File: config.mk
export PLATFORM = sky130hd
export DESIGN_NAME = minmax_pixel_normalizer
export DESIGN_NICKNAME = d
export VERILOG_FILES = /design/src/rtl/core/mmpn_pkg.sv /design/src/rtl/core/minmax_pixel_normalizer.sv
export SDC_FILE = /design/constraint.sdc
export NUM_CORES = 1
export LEC_CHECK = 0
export BUFFER_PORTS_ARGS = -buffer_cell sky130_fd_sc_hd__clkbuf_2
export CORE_MARGIN = 5
export CORE_UTILIZATION = 54
export DETAILED_ROUTE_END_ITERATION = 10
export GPL_ROUTABILITY_DRIVEN = 0
export PLACE_DENSITY_LB_ADDON = 0.05
export RECOVER_POWER = 25
export SLEW_MARGIN = 20
export SYNTH_ARGS = -nofsm -noshare
export SYNTH_HDL_FRONTEND = slang
export SYNTH_SLANG_ARGS = --single-unit
File: constraint.sdc
create_clock -name clk_i -period 3.32 [get_ports clk_i]
set_clock_uncertainty 0.1 [all_clocks]
set_input_delay 0 -clock clk_i [delete_from_list [all_inputs] [get_ports clk_i]]
set_output_delay 0 -clock clk_i [all_outputs]
set_load 0.02 [all_outputs]
File: src/rtl/core/mmpn_pkg.sv
`timescale 1ns / 1ps
`default_nettype none

package mmpn_pkg;

  // Fraction bits of the Q1.FRAC_BITS result
  localparam int FRAC_BITS = 16;
  localparam int OUT_W     = FRAC_BITS + 1;
  localparam int CNT_W     = $clog2(FRAC_BITS + 1);
  localparam int PIX_W     = 8;

  localparam logic [OUT_W-1:0] ONE_VAL = OUT_W'(1) << FRAC_BITS;
  localparam logic [PIX_W-1:0] PIX_MAX = '1;

  // Register codes
  localparam logic MODE_GLOBAL = 1'b0;
  localparam logic MODE_MINMAX = 1'b1;
  localparam logic OP_STATS    = 1'b0;
  localparam logic OP_EMIT     = 1'b1;

  typedef struct packed {
    logic [PIX_W-1:0] pixel;
    logic             opcode;
    logic             frame_start;
    logic             frame_end;
  } pix_in_t;

  typedef struct packed {
    logic [OUT_W-1:0] norm_value;
    logic             equal_intensity;
    logic             last_out;
  } norm_out_t;

  typedef enum logic {
    ST_IDLE,
    ST_DIV
  } norm_state_e;

endpackage

`default_nettype wire

File: src/rtl/core/minmax_pixel_normalizer.sv
`timescale 1ns / 1ps
`default_nettype none

// Min-max pixel normalizer: 8-bit gray pixels to unsigned Q1.16.
// Input channel in_valid_i/in_ready_o carries one pixel beat (pixel,
// opcode, frame_start, frame_end); output channel out_valid_o/out_ready_i
// carries one result beat (norm_value, equal_intensity, last_out).
// cfg_we_i writes norm_mode from cfg_wdata_i; write it only while idle.
// Global mode: every pixel gives floor(p*65536/255). Min-max mode: a
// statistics pass (opcode 0) updates min and max and gives no beat; an
// emit pass (opcode 1) gives (p-min)*65536/(max-min), clamped.
// Each emitting pixel runs through a restoring divider that shifts out
// one quotient bit per cycle, FRAC_BITS bits in all, and then loads the
// output register; no new pixel is taken while one is in the divider.
// The output register holds a finished beat while the receiver stalls;
// the divider then waits with its result and the input stays blocked
// until the output register frees up.
// Reset clears mode to global, min to 255, max to 0, and empties the
// output register.
module minmax_pixel_normalizer (
  input  wire logic               clk_i,
  input  wire logic               rst_ni,
  input  wire logic               in_valid_i,
  output logic                    in_ready_o,
  input  wire mmpn_pkg::pix_in_t  in_data_i,
  output logic                    out_valid_o,
  input  wire logic               out_ready_i,
  output mmpn_pkg::norm_out_t     out_data_o,
  input  wire logic               cfg_we_i,
  input  wire logic               cfg_wdata_i
);

  mmpn_pkg::norm_state_e state_q, state_d;

  logic                           mode_q;
  logic [mmpn_pkg::PIX_W-1:0]     min_q, min_d;
  logic [mmpn_pkg::PIX_W-1:0]     max_q, max_d;
  logic [mmpn_pkg::CNT_W-1:0]     cnt_q, cnt_d;
  logic [mmpn_pkg::PIX_W-1:0]     rem_q, rem_d;
  logic [mmpn_pkg::PIX_W-1:0]     div_q, div_d;
  logic [mmpn_pkg::FRAC_BITS-1:0] quo_q, quo_d;
  logic                           sat_q, sat_d;
  logic                           eq_q, eq_d;
  logic                           last_q, last_d;
  logic                           ovalid_q, ovalid_d;
  mmpn_pkg::norm_out_t            odata_q, odata_d;

  logic                           in_beat;
  logic                           is_stats;
  logic                           out_free;
  logic [mmpn_pkg::PIX_W-1:0]     num;
  logic [mmpn_pkg::PIX_W-1:0]     den;
  logic [mmpn_pkg::PIX_W:0]       rem2;
  logic                           qbit;

  assign in_ready_o  = (state_q == mmpn_pkg::ST_IDLE);
  assign in_beat     = in_valid_i && in_ready_o;
  assign is_stats    = (mode_q == mmpn_pkg::MODE_MINMAX) &&
                       (in_data_i.opcode == mmpn_pkg::OP_STATS);
  assign out_free    = !ovalid_q || out_ready_i;
  assign out_valid_o = ovalid_q;
  assign out_data_o  = odata_q;

  // Divider step: shift remainder, subtract divisor when it fits
  assign rem2 = {rem_q, 1'b0};
  assign qbit = (rem2 >= {1'b0, div_q});

  // Pick numerator and divisor for the accepted pixel
  always_comb begin
    if (mode_q == mmpn_pkg::MODE_GLOBAL) begin
      num = in_data_i.pixel;
      den = mmpn_pkg::PIX_MAX;
    end else begin
      num = (in_data_i.pixel < min_q) ? '0 : in_data_i.pixel - min_q;
      den = (max_q > min_q) ? max_q - min_q : mmpn_pkg::PIX_W'(1);
    end
  end

  // Next state, statistics and divider control
  always_comb begin
    state_d  = state_q;
    min_d    = min_q;
    max_d    = max_q;
    cnt_d    = cnt_q;
    rem_d    = rem_q;
    div_d    = div_q;
    quo_d    = quo_q;
    sat_d    = sat_q;
    eq_d     = eq_q;
    last_d   = last_q;
    ovalid_d = ovalid_q && !out_ready_i;
    odata_d  = odata_q;
    case (state_q)
      mmpn_pkg::ST_IDLE: begin
        if (in_beat) begin
          if (is_stats) begin
            if (in_data_i.frame_start) begin
              min_d = in_data_i.pixel;
              max_d = in_data_i.pixel;
            end else begin
              if (in_data_i.pixel < min_q) min_d = in_data_i.pixel;
              if (in_data_i.pixel > max_q) max_d = in_data_i.pixel;
            end
          end else begin
            // Numerator at or above divisor always lands on 1.0 after clamp
            sat_d   = (num >= den);
            rem_d   = (num >= den) ? '0 : num;
            div_d   = den;
            quo_d   = '0;
            cnt_d   = '0;
            eq_d    = (mode_q == mmpn_pkg::MODE_MINMAX) && (min_q == max_q);
            last_d  = in_data_i.frame_end;
            state_d = mmpn_pkg::ST_DIV;
          end
        end
      end
      mmpn_pkg::ST_DIV: begin
        if (cnt_q != mmpn_pkg::CNT_W'(mmpn_pkg::FRAC_BITS)) begin
          rem_d = qbit ? mmpn_pkg::PIX_W'(rem2 - {1'b0, div_q})
                       : rem2[mmpn_pkg::PIX_W-1:0];
          quo_d = {quo_q[mmpn_pkg::FRAC_BITS-2:0], qbit};
          cnt_d = cnt_q + mmpn_pkg::CNT_W'(1);
        end else if (out_free) begin
          // Hand the finished quotient to the output register
          ovalid_d                = 1'b1;
          odata_d.norm_value      = sat_q ? mmpn_pkg::ONE_VAL : {1'b0, quo_q};
          odata_d.equal_intensity = eq_q;
          odata_d.last_out        = last_q;
          state_d                 = mmpn_pkg::ST_IDLE;
        end
      end
      default: state_d = mmpn_pkg::ST_IDLE;
    endcase
  end

  // Control and statistics registers
  always_ff @(posedge clk_i or negedge rst_ni) begin
    if (!rst_ni) begin
      state_q  <= mmpn_pkg::ST_IDLE;
      mode_q   <= mmpn_pkg::MODE_GLOBAL;
      min_q    <= mmpn_pkg::PIX_MAX;
      max_q    <= '0;
      cnt_q    <= '0;
      ovalid_q <= 1'b0;
    end else begin
      state_q  <= state_d;
      min_q    <= min_d;
      max_q    <= max_d;
      cnt_q    <= cnt_d;
      ovalid_q <= ovalid_d;
      if (cfg_we_i) mode_q <= cfg_wdata_i;
    end
  end

  // Datapath registers
  always_ff @(posedge clk_i) begin
    rem_q   <= rem_d;
    div_q   <= div_d;
    quo_q   <= quo_d;
    sat_q   <= sat_d;
    eq_q    <= eq_d;
    last_q  <= last_d;
    odata_q <= odata_d;
  end

endmodule

`default_nettype wire

==> flow_metrics.tcl <==
set metrics [dict create \
    multi_input_area_mm2 0.00241 \
    core_area_mm2 0.00830 \
    violations "setup timing" \
    r2r_start "min_q[0]$_DFFE_PN1P_" \
    fillers 616 \
    rows 33 \
    drive_gt1_share_pct 29.0 \
    fin_cells 636 \
    grt_pass1_vias 3441 \
    pin_count 38 \
    holdPathEnd "max_q[0]$_DFFE_PN0P_" \
    hold_path.class "in2reg" \
    cts_tree "built" \
    fp.dieArea_mm2 0.0105 \
    grt_pass1_wl_um 16700 \
    port_buffers 37 \
    synth_edf_count 54 \
    synth-seq-area-share_pct 48.3 \
    synth_nets 475 \
    cts-root-buf "clkbuf_8" \
    start_util_pct 55.7 \
    setup_viol 9 \
    tns_ns -2.67 \
    power-per-cell-area_mw_per_mm2 968 \
    min-delay-start "in_data_i[2]" \
    post_synth_num_cell_types 57 \
    final_max_slew_viol_count 0 \
    synthTopCellsByArea "edfxtp_1, ha_1, dfrtp_1" \
    rr_endpoint "rem_q[2]$_DFFE_PP_" \
    design_area_mm2 0.00588 \
    antenna_cells 0 \
    postPlaceCellArea_mm2 0.00537 \
    required_ns 3.43 \
    arrival_ns 3.82 \
    die_h_um 103 \
    post-route-drc-count 0 \
    dp_hpwl_um 7610 \
    power_mw 5.69 \
    crit_type "reg2reg" \
    ff_latch_area_mm2 0.00223 \
    netlist.area_leader.share_pct 35.1 \
    max_freq_mhz 270 \
    cts_buffers 9 \
    wl_per_cell_um 16.8 \
    syn-cell-area_mm2 0.00462 \
    period_share_pct 112 \
    hold_violations 0 \
    worst_hold_slack_ns 0.118 \
    rsz0062_at_grt "true" \
    setup_ws_ns -0.389 \
    yosys.area.top_type "edfxtp_1" \
    synth-main-ff-cell "edfxtp_1" \
    cts.sinks 78 \
    postLayoutCoreUtil_pct 70.8 \
    ir_drop_v 0.000435 \
    end_kind "register" \
    dp_slack_ns -0.252 \
    ys_warn_count 0 \
    syn_inst 413 \
    firstDrtPassIters 4 \
    vias 3432 \
    worstSetupStartpointType "register" \
    grt_max_degree 28 \
    htreeDepth 3 \
    antenna_found_initial 0 \
    clkTransAtPathRegs_ns 0.08 \
    vias_per_cell 5.40 \
    insertion_delay_ns 0.36 \
    die_w_um 103 \
    status "complete, but fails checks" \
    drv_cap 0 \
    avgSynthCellArea_um2 11.2 \
    max-slew-margin-rel_pct 8.56 \
    tightest_slew_ns 1.37 \
    wl_um 10700 \
    drt_iter0_markers 111 \
    placedCellCount 599 \
    ant_nets 0 \
    p_leak_nw 2.60 \
    hold_depth 4 \
    worst-path-max-fanout 6 \
    ff2ff_setup_slack_ns -0.39 \
    clock_tree.buffer_depth 2 \
    async_reset_ff_share_pct 30.8 \
    area_growth_pct 27.1 \
    ys_ff_latch 78 \
    r2r_cells 15 \
    gr-total-overflow 0 \
    track_usage_pct 20.5 \
    min_period_ns 3.71 \
    synthTopCellsByCount "edfxtp_1, ha_1, inv_1" \
    finalNetCount 588 \
    yosys.cell_count.top_type "edfxtp_1" \
]
[placed cells by master, fill, tap and decap left out, drive strengths merged, types with 7 or more instances in the layout]
master and n:
xor2 9, ha 42, and2 15, o21ai 28
inv 41, nor2b 27, dfstp 8, dfrtp 16
o21a 8, clkbuf 46, a21oi 12, dlygate4sd3 13
nand2 16, a21o 13, nand4 7, nor3 8
mux2i 10, buf 60, nor2 24, edfxtp 54
mux2 8
[state kept, by name (all words and copies together), names as in the netlist]
register     count
out_valid_o      1
cnt_q            5
state_q          1
max_q            8
mode_q           1
sat_q            1
quo_q           16
div_q            8
eq_q             1
out_data_o      19
rem_q            8
min_q            8
last_q           1
[repair_timing]
| action | CTS | global route |
|---|---|---|
| gates resized for setup | 3 | 23 |
| hold endpoints to repair | 45 | 0 |
| hold buffers | 13 | 0 |
| pin swaps | 3 | 3 |
| setup endpoints to repair | 9 | 9 |
| buffers inserted | 2 | 6 |
[layer usage]
metal	vias to the layer above	global-route usage [%]	routed length, µm	share of wire (%)
li1	1717	-	-	-
met1	1648	27.5	4880	46
met2	53	34.4	5240	49
met3	14	2.84	340	3.2
met4	0	7.06	204	1.9
met5	-	0	0	0
[where the power goes]
part	total [mW]	switching, mW	internal, mW	leakage (nW)
Sequential	1.70	0.183	1.52	0.806
Combinational	3.24	1.65	1.59	1.69
Clock	0.748	0.390	0.358	0.102
[how the worst max path moves through the flow]
stage                          from                  to  slack (ns)
3_5_place_dp   min_q[0]$_DFFE_PN1P_  rem_q[7]$_DFFE_PP_       -0.25
2_1_floorplan  min_q[0]$_DFFE_PN1P_  rem_q[7]$_DFFE_PP_       -0.11
6_report       min_q[0]$_DFFE_PN1P_  rem_q[2]$_DFFE_PP_       -0.39
4_1_cts        min_q[0]$_DFFE_PN1P_  rem_q[7]$_DFFE_PP_       -0.25
3_3_place_gp   min_q[0]$_DFFE_PN1P_  rem_q[6]$_DFFE_PP_       -0.20
5_1_grt        min_q[0]$_DFFE_PN1P_  rem_q[2]$_DFFE_PP_       -0.50
[logic make-up (layout without fill, tap and decap cells)]
| kind of cell | count (synthesis) | after routing | synth area share (%) |
|---|---|---|---|
| multiplexers | 18 | 18 | 4.11 |
| flip-flops | 78 | 78 | 48.3 |
| adder cells (fa/ha/maj) | 45 | 45 | 12.7 |
| buffers and inverters | 47 | 165 | 3.87 |
| XOR/XNOR | 14 | 14 | 2.65 |
| AO/OA/AOI/OAI | 96 | 96 | 15.0 |
| AND/OR/NAND/NOR | 115 | 115 | 13.5 |
[worst max-delay path, cell delays in order (launching register included)]
cell and delay (ns):
dfstp_2 0.58, ha_4 0.14, inv_2 0.03, fa_2 0.37, a211oi_4 0.29, o21ai_2 0.11
a31o_4 0.26, a22oi_2 0.19, ha_1 0.27, nand2b_4 0.14, a21o_1 0.18, a211o_1 0.31
a21o_1 0.20, nor2_4 0.18, buf_6 0.13, o2bb2ai_2 0.09
[final cells by class]
| class | instances | share of cell area (%) |
|---|---|---|
| repair buffers | 110 | 12.8 |
| inverters | 39 | 2.49 |
| clock buffers | 9 | 2.11 |
| multi-input cells | 288 | 41.1 |
| flip-flops and latches | 78 | 38.0 |
| clock inverters | 7 | 1.36 |
| well taps | 105 | 2.24 |
Note: power is estimated with default switching activity, not from simulation.
